### src/rtl/irde_pkg.sv
// Shared types, constants and lookup functions for the IR ring direction estimator.
// Depends on nothing; irde_counters, irde_scan and the top level import it.
package irde_pkg;

	// Receiver ring geometry and counter width.
	localparam int NUM_RX      = 12;
	localparam int COUNT_WIDTH = 16;
	localparam int IDX_WIDTH   = $clog2(NUM_RX);
	localparam int PEAK_WIDTH  = 16;
	localparam int ANGLE_WIDTH = 9;
	localparam int CLASS_WIDTH = 2;
	localparam int WORD_WIDTH  = 13;
	localparam int THR_WIDTH   = 6;

	typedef logic [COUNT_WIDTH-1:0] count_t;
	typedef logic [IDX_WIDTH-1:0]   idx_t;
	typedef logic [PEAK_WIDTH-1:0]  peak_t;
	typedef logic [ANGLE_WIDTH-1:0] angle_t;
	typedef logic [CLASS_WIDTH-1:0] class_t;
	typedef logic [WORD_WIDTH-1:0]  word_t;
	typedef logic [THR_WIDTH-1:0]   thr_t;
	typedef count_t                 count_arr_t [NUM_RX];

	localparam count_t COUNT_MAX = '1;
	localparam peak_t  PEAK_MAX  = '1;
	localparam idx_t   IDX_LAST  = idx_t'(NUM_RX - 1);

	// Distance grades.
	localparam class_t CLS_NONE = 2'd0;
	localparam class_t CLS_FAR  = 2'd1;
	localparam class_t CLS_MID  = 2'd2;
	localparam class_t CLS_NEAR = 2'd3;

	// Control from the scan sequencer to the counter bank.
	typedef struct packed {
		logic clear;
	} cnt_ctrl_t;

	// Angle of each receiver in degrees.
	function automatic angle_t rx_angle(input idx_t idx);
		angle_t a;
		case (idx)
			4'd0:    a = 9'd0;
			4'd1:    a = 9'd330;
			4'd2:    a = 9'd30;
			4'd3:    a = 9'd300;
			4'd4:    a = 9'd60;
			4'd5:    a = 9'd270;
			4'd6:    a = 9'd90;
			4'd7:    a = 9'd240;
			4'd8:    a = 9'd120;
			4'd9:    a = 9'd210;
			4'd10:   a = 9'd150;
			4'd11:   a = 9'd180;
			default: a = 9'd0;
		endcase
		return a;
	endfunction

	// Near threshold per receiver group.
	function automatic thr_t rx_near(input idx_t idx);
		thr_t t;
		if (idx == 4'd0) begin
			t = 6'd50;
		end else if (idx <= 4'd4) begin
			t = 6'd35;
		end else if (idx <= 4'd6) begin
			t = 6'd45;
		end else begin
			t = 6'd40;
		end
		return t;
	endfunction

	// Middle threshold per receiver group.
	function automatic thr_t rx_mid(input idx_t idx);
		thr_t t;
		if (idx == 4'd0) begin
			t = 6'd35;
		end else if (idx <= 4'd4) begin
			t = 6'd25;
		end else if (idx <= 4'd6) begin
			t = 6'd35;
		end else begin
			t = 6'd30;
		end
		return t;
	endfunction

	// Thousands part of the encoded word for each grade.
	function automatic word_t class_base(input class_t cls);
		word_t b;
		case (cls)
			CLS_NONE: b = 13'd2000;
			CLS_FAR:  b = 13'd3000;
			CLS_MID:  b = 13'd4000;
			CLS_NEAR: b = 13'd5000;
			default:  b = 13'd2000;
		endcase
		return b;
	endfunction

endpackage

### src/rtl/irde_sample_if.sv
// Sample channel: valid/ready handshake carrying one sample of the receiver ring.
// Depends on nothing.
interface irde_sample_if;
	logic        valid;
	logic        ready;
	logic [11:0] sensor_levels;
	logic        last_sample;

	modport source (output valid, output sensor_levels, output last_sample, input ready);
	modport sink (input valid, input sensor_levels, input last_sample, output ready);
endinterface

### src/rtl/irde_result_if.sv
// Result channel: valid/ready handshake carrying one direction estimate.
// Depends on nothing.
interface irde_result_if;
	logic        valid;
	logic        ready;
	logic [8:0]  angle;
	logic [1:0]  distance_class;
	logic [12:0] encoded_word;
	logic [15:0] peak_count;

	modport source (output valid, output angle, output distance_class,
		output encoded_word, output peak_count, input ready);
	modport sink (input valid, input angle, input distance_class,
		input encoded_word, input peak_count, output ready);
endinterface

### src/rtl/irde_counters.sv
// Bank of saturating per-receiver hit counters.
// Depends on irde_pkg.
module irde_counters import irde_pkg::*; (
	input  logic         clk,
	input  logic         arst_n,
	input  logic         inc_en,
	input  logic [11:0]  levels,
	input  cnt_ctrl_t    ctrl,
	output count_arr_t   counts
);

	count_arr_t counts_q;

	// Each receiver read low counts once per accepted word, holding at full scale.
	always_ff @(posedge clk or negedge arst_n) begin
		if (!arst_n) begin
			for (int i = 0; i < NUM_RX; i++) begin
				counts_q[i] <= '0;
			end
		end else if (ctrl.clear) begin
			for (int i = 0; i < NUM_RX; i++) begin
				counts_q[i] <= '0;
			end
		end else if (inc_en) begin
			for (int i = 0; i < NUM_RX; i++) begin
				if (!levels[i] && counts_q[i] != COUNT_MAX) begin
					counts_q[i] <= counts_q[i] + count_t'(1);
				end
			end
		end
	end

	assign counts = counts_q;

endmodule

### src/rtl/irde_scan.sv
// Window-end sequencer: one shared comparator walks the counters, then grades the peak.
// Depends on irde_pkg and irde_result_if.
module irde_scan import irde_pkg::*; (
	input  logic                 clk,
	input  logic                 arst_n,
	input  logic                 start,
	input  count_arr_t           counts,
	output logic                 idle,
	output cnt_ctrl_t            ctrl,
	irde_result_if.source        result
);

	localparam logic [1:0] ST_IDLE  = 2'd0;
	localparam logic [1:0] ST_SCAN  = 2'd1;
	localparam logic [1:0] ST_GRADE = 2'd2;

	logic [1:0] state_q;
	idx_t       idx_q;
	idx_t       best_q;
	count_t     peak_q;
	logic       found_q;

	logic       out_valid_q;
	angle_t     angle_q;
	class_t     class_q;
	word_t      word_q;
	peak_t      peak_out_q;

	count_t     cur;
	logic       slot_free;
	logic       emit;
	angle_t     g_angle;
	class_t     g_class;
	peak_t      g_peak;

	assign cur       = counts[idx_q];
	assign slot_free = !out_valid_q || result.ready;
	assign emit      = (state_q == ST_GRADE) && slot_free;

	// Grade the winning receiver against its group's thresholds, or CLS_NONE if none won.
	always_comb begin
		if (!found_q) begin
			g_angle = '0;
			g_class = CLS_NONE;
		end else begin
			g_angle = rx_angle(best_q);
			if (peak_q > count_t'(rx_near(best_q))) begin
				g_class = CLS_NEAR;
			end else if (peak_q > count_t'(rx_mid(best_q))) begin
				g_class = CLS_MID;
			end else begin
				g_class = CLS_FAR;
			end
		end
		if (peak_q > count_t'(PEAK_MAX)) begin
			g_peak = PEAK_MAX;
		end else begin
			g_peak = peak_t'(peak_q);
		end
	end

	// Sequencer: scan one counter per cycle, keep the first strict maximum.
	always_ff @(posedge clk or negedge arst_n) begin
		if (!arst_n) begin
			state_q <= ST_IDLE;
			idx_q   <= '0;
			best_q  <= '0;
			peak_q  <= '0;
			found_q <= 1'b0;
		end else begin
			case (state_q)
				ST_IDLE: begin
					if (start) begin
						state_q <= ST_SCAN;
						idx_q   <= '0;
						peak_q  <= '0;
						best_q  <= '0;
						found_q <= 1'b0;
					end
				end
				ST_SCAN: begin
					if (cur > peak_q) begin
						peak_q  <= cur;
						best_q  <= idx_q;
						found_q <= 1'b1;
					end
					if (idx_q == IDX_LAST) begin
						state_q <= ST_GRADE;
					end else begin
						idx_q <= idx_q + idx_t'(1);
					end
				end
				ST_GRADE: begin
					if (slot_free) begin
						state_q <= ST_IDLE;
					end
				end
				default: begin
					state_q <= ST_IDLE;
				end
			endcase
		end
	end

	// Output register: holds the word until the sink takes it.
	always_ff @(posedge clk or negedge arst_n) begin
		if (!arst_n) begin
			out_valid_q <= 1'b0;
		end else if (emit) begin
			out_valid_q <= 1'b1;
		end else if (result.ready) begin
			out_valid_q <= 1'b0;
		end
	end

	always_ff @(posedge clk) begin
		if (emit) begin
			angle_q    <= g_angle;
			class_q    <= g_class;
			word_q     <= class_base(g_class) + word_t'(g_angle);
			peak_out_q <= g_peak;
		end
	end

	assign idle                  = (state_q == ST_IDLE);
	assign ctrl.clear            = emit;
	assign result.valid          = out_valid_q;
	assign result.angle          = angle_q;
	assign result.distance_class = class_q;
	assign result.encoded_word   = word_q;
	assign result.peak_count     = peak_out_q;

endmodule

### src/rtl/ir_ring_direction_estimator_core.sv
// Top level of the IR ring direction estimator: counter bank plus scan sequencer.
// Depends on irde_pkg, irde_sample_if, irde_result_if, irde_counters and irde_scan.

// Each sample word lands on twelve saturating counters at once, so ordinary
// samples are taken back to back. A word marked last_sample is counted and then
// closes the window: one shared comparator walks the twelve counters, one per
// cycle, and the grading state follows; the sample port stays not ready through
// the scan and the grading, which lasts longer if the previous result has not been
// taken. The counters clear as the result word is loaded into the output
// register, and a finished result may wait there while new samples are counted.
module ir_ring_direction_estimator_core import irde_pkg::*; (
	input  logic          clk,
	input  logic          arst_n,
	irde_sample_if.sink   samples,
	irde_result_if.source result
);

	logic       idle;
	logic       accept;
	cnt_ctrl_t  ctrl;
	count_arr_t counts;

	// Samples are taken only while no window is being closed.
	assign samples.ready = idle;
	assign accept        = samples.valid && idle;

	irde_counters u_counters (
		.clk    (clk),
		.arst_n (arst_n),
		.inc_en (accept),
		.levels (samples.sensor_levels),
		.ctrl   (ctrl),
		.counts (counts)
	);

	irde_scan u_scan (
		.clk    (clk),
		.arst_n (arst_n),
		.start  (accept && samples.last_sample),
		.counts (counts),
		.idle   (idle),
		.ctrl   (ctrl),
		.result (result)
	);

endmodule
### src/flat_wrapper.sv
// flat-port wrapper written by rule: the top's interface ports become plain ports
module ir_ring_direction_estimator_core_flat import irde_pkg::*;
  (clk, arst_n, samples_valid, samples_sensor_levels, samples_last_sample, samples_ready, result_valid, result_angle, result_distance_class, result_encoded_word, result_peak_count, result_ready);
  irde_sample_if samples_i ();
  irde_result_if result_i ();
  input  logic clk;
  input  logic arst_n;
  input wire logic [$bits(samples_i.valid)-1:0] samples_valid;
  input wire logic [$bits(samples_i.sensor_levels)-1:0] samples_sensor_levels;
  input wire logic [$bits(samples_i.last_sample)-1:0] samples_last_sample;
  output wire logic [$bits(samples_i.ready)-1:0] samples_ready;
  output wire logic [$bits(result_i.valid)-1:0] result_valid;
  output wire logic [$bits(result_i.angle)-1:0] result_angle;
  output wire logic [$bits(result_i.distance_class)-1:0] result_distance_class;
  output wire logic [$bits(result_i.encoded_word)-1:0] result_encoded_word;
  output wire logic [$bits(result_i.peak_count)-1:0] result_peak_count;
  input wire logic [$bits(result_i.ready)-1:0] result_ready;
  assign samples_i.valid = samples_valid;
  assign samples_i.sensor_levels = samples_sensor_levels;
  assign samples_i.last_sample = samples_last_sample;
  assign samples_ready = samples_i.ready;
  assign result_valid = result_i.valid;
  assign result_angle = result_i.angle;
  assign result_distance_class = result_i.distance_class;
  assign result_encoded_word = result_i.encoded_word;
  assign result_peak_count = result_i.peak_count;
  assign result_i.ready = result_ready;
  ir_ring_direction_estimator_core u_core (.clk(clk), .arst_n(arst_n), .samples(samples_i), .result(result_i));
endmodule
### config.mk
export PLATFORM = sky130hd
export DESIGN_NAME = ir_ring_direction_estimator_core_flat
export DESIGN_NICKNAME = d
export VERILOG_FILES = /design/src/rtl/irde_pkg.sv /design/src/rtl/irde_sample_if.sv /design/src/rtl/irde_result_if.sv /design/src/rtl/irde_counters.sv /design/src/rtl/irde_scan.sv /design/src/rtl/ir_ring_direction_estimator_core.sv /design/src/flat_wrapper.sv
export SDC_FILE = /design/constraint.sdc
export NUM_CORES = 1
export LEC_CHECK = 0
export BUFFER_PORTS_ARGS = -buffer_cell sky130_fd_sc_hd__clkbuf_2
export CAP_MARGIN = 20
export CORE_UTILIZATION = 30
export DETAILED_ROUTE_END_ITERATION = 10
export PLACE_DENSITY = 0.51
export SLEW_MARGIN = 25
export SYNTH_ARGS = -nofsm -noshare
export SYNTH_HDL_FRONTEND = slang
export SYNTH_SLANG_ARGS = --single-unit
### constraint.sdc
create_clock -name clk -period 4.5 [get_ports clk]
set_input_delay 0.45 -clock clk [delete_from_list [all_inputs] [get_ports clk]]
set_output_delay 0.45 -clock clk [all_outputs]
set_load 0.02 [all_outputs]
==> results.txt <==
----------------------------------------------------
[Logic synthesis]
  Syn Std Cell Area ... 14,700 um^2
  Number of instances in the synthesized netlist ... roughly 1.5k
  Number of enable flip-flop cells after synthesis ... 36
  Syn. warnings ... 0
  Library cells used by synthesis ... 66
  Avg Cell Area, Syn ... 10.1 um^2
  Async set or reset register ratio after synthesis ... 0.859
  Flip-flop and latch count after synthesis ... about 260
  Primary flip-flop cell chosen by synthesis mapping ... sky130_fd_sc_hd__dfrtp_1
  Fraction of the yosys area taken by sequential cells ... 0.449

[Setup path]
  CP Capture Point ... u_core.u_scan.result.encoded_word[11]
  Capturing point of the worst reg2reg path ... u_core.u_scan.result.encoded_word[11]
  Critical R2R Launch ... u_core.u_scan.best_q[2]
  Critical path launch point ... u_core.u_scan.best_q[2]
  Endpoint type of the worst setup path ... flip-flop
  Critical path startpoint category ... flip-flop
  CP max FO ... 14
  Register-to-Register Setup Slack ... about 280 ps
  Worst Path Arrival ... 4580 ps
  Worst Path Class, Setup ... flip-flop to flip-flop
  Register-to-Register Path Depth ... 17
  Data required time at the worst endpoint ... ~4900 ps

[Layout]
  Share of final-layout standard cells stronger than drive strength 1 ... 0.125
  Area of combinational cells with multiple inputs ... 7640 um^2
  Layout Cells excl Fill ... 2,147
  Layout area overhead ... 14.7%
  Final design instance area without fill ... approximately 17,000 um^2
  Fill cells ... roughly 4.8k
  Net count, final ... between 1.5k and 2k
  # diodes ... 0
  FF+latch area ... ~6600 um^2

[Global route]
  Global-route wire length before repair ... 63.3 mm
  Initial antenna violation count ... 0
  Largest net degree at the start of global routing ... about 120
  GRT Overall Usage ... 0.163
  Global-route congestion overflow total ... 0
  Via count of the first global-routing pass ... around 11k

[Timing]
  Unrepaired setup endpoints after global routing ... no
  Final worst slack ... 280 ps
  Final clock period utilization by the worst path ... 0.938
  Endpoints failing setup ... 0
  Final-report hold violation count ... 0
  Worst clock skew ... approximately 20 ps
  Tmin final ... between 4000 and 5000 ps
  Maximum frequency from static timing analysis ... about 240 MHz
  Worst hold slack ... around 150 ps
  Worst slew margin relative to its limit ... 0.313
  Max-slew violation count ... 0
  Final TNS setup ... 0 ps
  Worst Tran Pin Value ... between 1000 and 1500 ps

[Clock network]
  Clock insertion delay at the later pin of the skew report ... about 530 ps
  CTS sink cnt ... ~260
  Number of buffers inserted during clock tree synthesis ... 34
  TritonCTS clock tree ... yes
  H-tree level count ... 2
  Clock Path Buffers ... 3
  Clk Tree Root Cell ... sky130_fd_sc_hd__clkbuf_16
  Number of post-CTS setup repair buffers ... 0
  Register clock-pin slew on the reported worst setup and hold paths ... 60 ps

[Die]
  Floorplan core area ... 47,900 um^2
  Die outline area ... about 50,000 um^2
  # IOs ... 59
  Initial cell density of the core ... 0.306
  Width of the die ... about 220 um
  Chip Height ... 223 um
  Site Rows ... 80

[Drt]
  Average routed wire per standard cell ... roughly 19 um
  Met2 wire len ... between 15 and 20 mm
  Top routing layer used ... met4
  Via-per-instance ratio ... 5.28
  Via total after detailed routing ... 11.3k
  Sum of routed wire segments on met1 ... around 19 mm
  DRC ... 0
  1st-pass router iterations ... 7
  Number of nets still failing antenna checks after routing ... 0
  Wire length on met3 ... around 1.7 mm
  Post-Route WL ... about 40 mm
  Initial DRC count ... between 700 and 800

[Power and ir drop]
  Total leakage power ... about 0.007 uW
  Worst-case vdd ir drop ... 0.229 mV
  Cell area power density ... about 480 nW/um^2

[Placement]
  Setup slack after placement ... roughly 280 ps
  Instance area at placement ... between 15,000 and 20,000 um^2
  Placer congestion estimate ... 0.838
  Count of buffers from port buffering ... between 50 and 60
  Number of cells in the design after placement ... roughly 2.1k
  Final HPWL DP ... about 28 mm

[Flow run]
  Total of max-cap violations ... 0

[Min path]
  Path category of the worst min-delay check ... input pin to flip-flop

[Outcome]
  Status ... completed

----------------------------------------------------
placed cells by master, fill, tap and decap left out, types with 39 or more instances in the layout:
master,synthesis,final
sky130_fd_sc_hd__dfrtp_1,220,217
sky130_fd_sc_hd__nor2_1,192,192
sky130_fd_sc_hd__nand3_1,109,109
sky130_fd_sc_hd__nand2_1,103,103
sky130_fd_sc_hd__xor2_1,80,80
sky130_fd_sc_hd__xnor2_1,64,64
sky130_fd_sc_hd__nand4_1,57,57
sky130_fd_sc_hd__clkbuf_2,0,55
sky130_fd_sc_hd__ha_1,52,52
sky130_fd_sc_hd__mux4_2,48,48
sky130_fd_sc_hd__inv_1,45,45
sky130_fd_sc_hd__o21ai_0,39,39
critical path: stages (launching register included):
cell                       delay (ps)
sky130_fd_sc_hd__dfrtp_1          600
sky130_fd_sc_hd__ha_1             240
sky130_fd_sc_hd__a21oi_1          100
sky130_fd_sc_hd__or4_1            450
sky130_fd_sc_hd__nand2_1          140
sky130_fd_sc_hd__inv_1             60
sky130_fd_sc_hd__ha_1             300
sky130_fd_sc_hd__nand3_1          100
sky130_fd_sc_hd__a21o_1           170
sky130_fd_sc_hd__a31o_2           270
sky130_fd_sc_hd__o21a_1           240
sky130_fd_sc_hd__ha_1             220
sky130_fd_sc_hd__fa_1             400
sky130_fd_sc_hd__a21oi_1          190
sky130_fd_sc_hd__nor2_1           100
sky130_fd_sc_hd__nor3_1           260
sky130_fd_sc_hd__o211ai_1         110
sky130_fd_sc_hd__o21ai_0          100
flip-flops by register name (all words and copies together) (netlist names):
register	cells
u_core.u_scan.best_q	4
u_core.u_scan.result.valid	1
u_core.u_scan.state_q	2
u_core.u_scan.result.angle	8
u_core.u_scan.peak_q	16
u_core.u_scan.result.peak_count	16
u_core.u_scan.result.distance_class	2
u_core.u_scan.idx_q	4
u_core.u_scan.result.encoded_word	10
u_core.u_scan.found_q	1
u_core.u_counters.counts	192
Yosys cell counts (all sizes together) (18+ instances only):
library cell    n  share of area
dfrtp         220           0.38
nor2          192          0.049
nand3         109          0.037
nand2         103          0.026
xor2           80          0.048
xnor2          64          0.038
o21ai          62          0.021
nand4          57          0.024
ha             52          0.044
mux4           48          0.074
clkbuf         46          0.012
inv            45          0.012
a21oi          38          0.013
nor3           38          0.013
edfxtp         36          0.074
and3           31          0.013
nor2b          22         0.0094
or3            19         0.0081
buf            18         0.0065
routing by layer:
layer / GRT usage / up-vias
met5: 0 / -
met4: 0.0643 / 0
met3: 0.0242 / 73
met2: 0.248 / 259
met1: 0.233 / 5633
li1: - / 5379
metrics by stage:
| step | total power [uW] | utilization |
|---|---|---|
| 2_1_floorplan | 4660 | - |
| 6_report | 8140 | 0.351 |
| 4_1_cts | 8250 | 0.350 |
| 5_1_grt | 8610 | 0.351 |
| 3_3_place_gp | 5430 | 0.327 |
| 3_5_place_dp | 5490 | 0.327 |
area by class of cell:
| class | count | area share |
|---|---|---|
| repair buffers | 77 | 0.0310 |
| well taps | 615 | 0.0458 |
| inverters | 46 | 0.0106 |
| flip-flops and latches | 256 | 0.392 |
| clock buffers | 52 | 0.0602 |
| clock inverters | 8 | 0.00581 |
| multi-input cells | 1093 | 0.454 |
cells by family (layout without fill, tap and decap cells):
kind of cell,count (synthesis),in the layout,share of synthesized area
compound gates,186,186,0.0845
mux,63,63,0.0841
other cells,1,2,0.000256
xor+xnor,144,144,0.0860
fa+ha+maj,53,53,0.0458
buf+inv,110,183,0.0300
simple gates,645,645,0.220
flops,256,256,0.449
where the power goes:
part           switching (uW)  internal [uW]
Sequential                461           2660
Combinational            1420            897
Clock                    1030           1670
worst min path at each step:
| stage | from | to | depth (start not counted) |
|---|---|---|---|
| after floorplan | arst_n | u_core.u_counters.counts[0] | 0 |
| after global placement | u_core.u_scan.peak_q[15] | u_core.u_scan.result.peak_count[15] | 0 |
| after detailed placement | u_core.u_scan.peak_q[14] | u_core.u_scan.result.peak_count[14] | 0 |
| after CTS | arst_n | u_core.u_counters.counts[90] | 1 |
| after global routing | samples_last_sample | u_core.u_scan.idx_q[3] | 2 |
| final | samples_last_sample | u_core.u_scan.idx_q[2] | 2 |
repair_timing:
| item | 4_1_cts | 5_1_grt |
|---|---|---|
| hold buffers | 0 | 1 |
| resized for setup | 0 | 1 |
| endpoints found under the setup margin | 0 | 1 |
| hold endpoints to repair | 0 | 31 |
(Power assumes the default switching activity.)
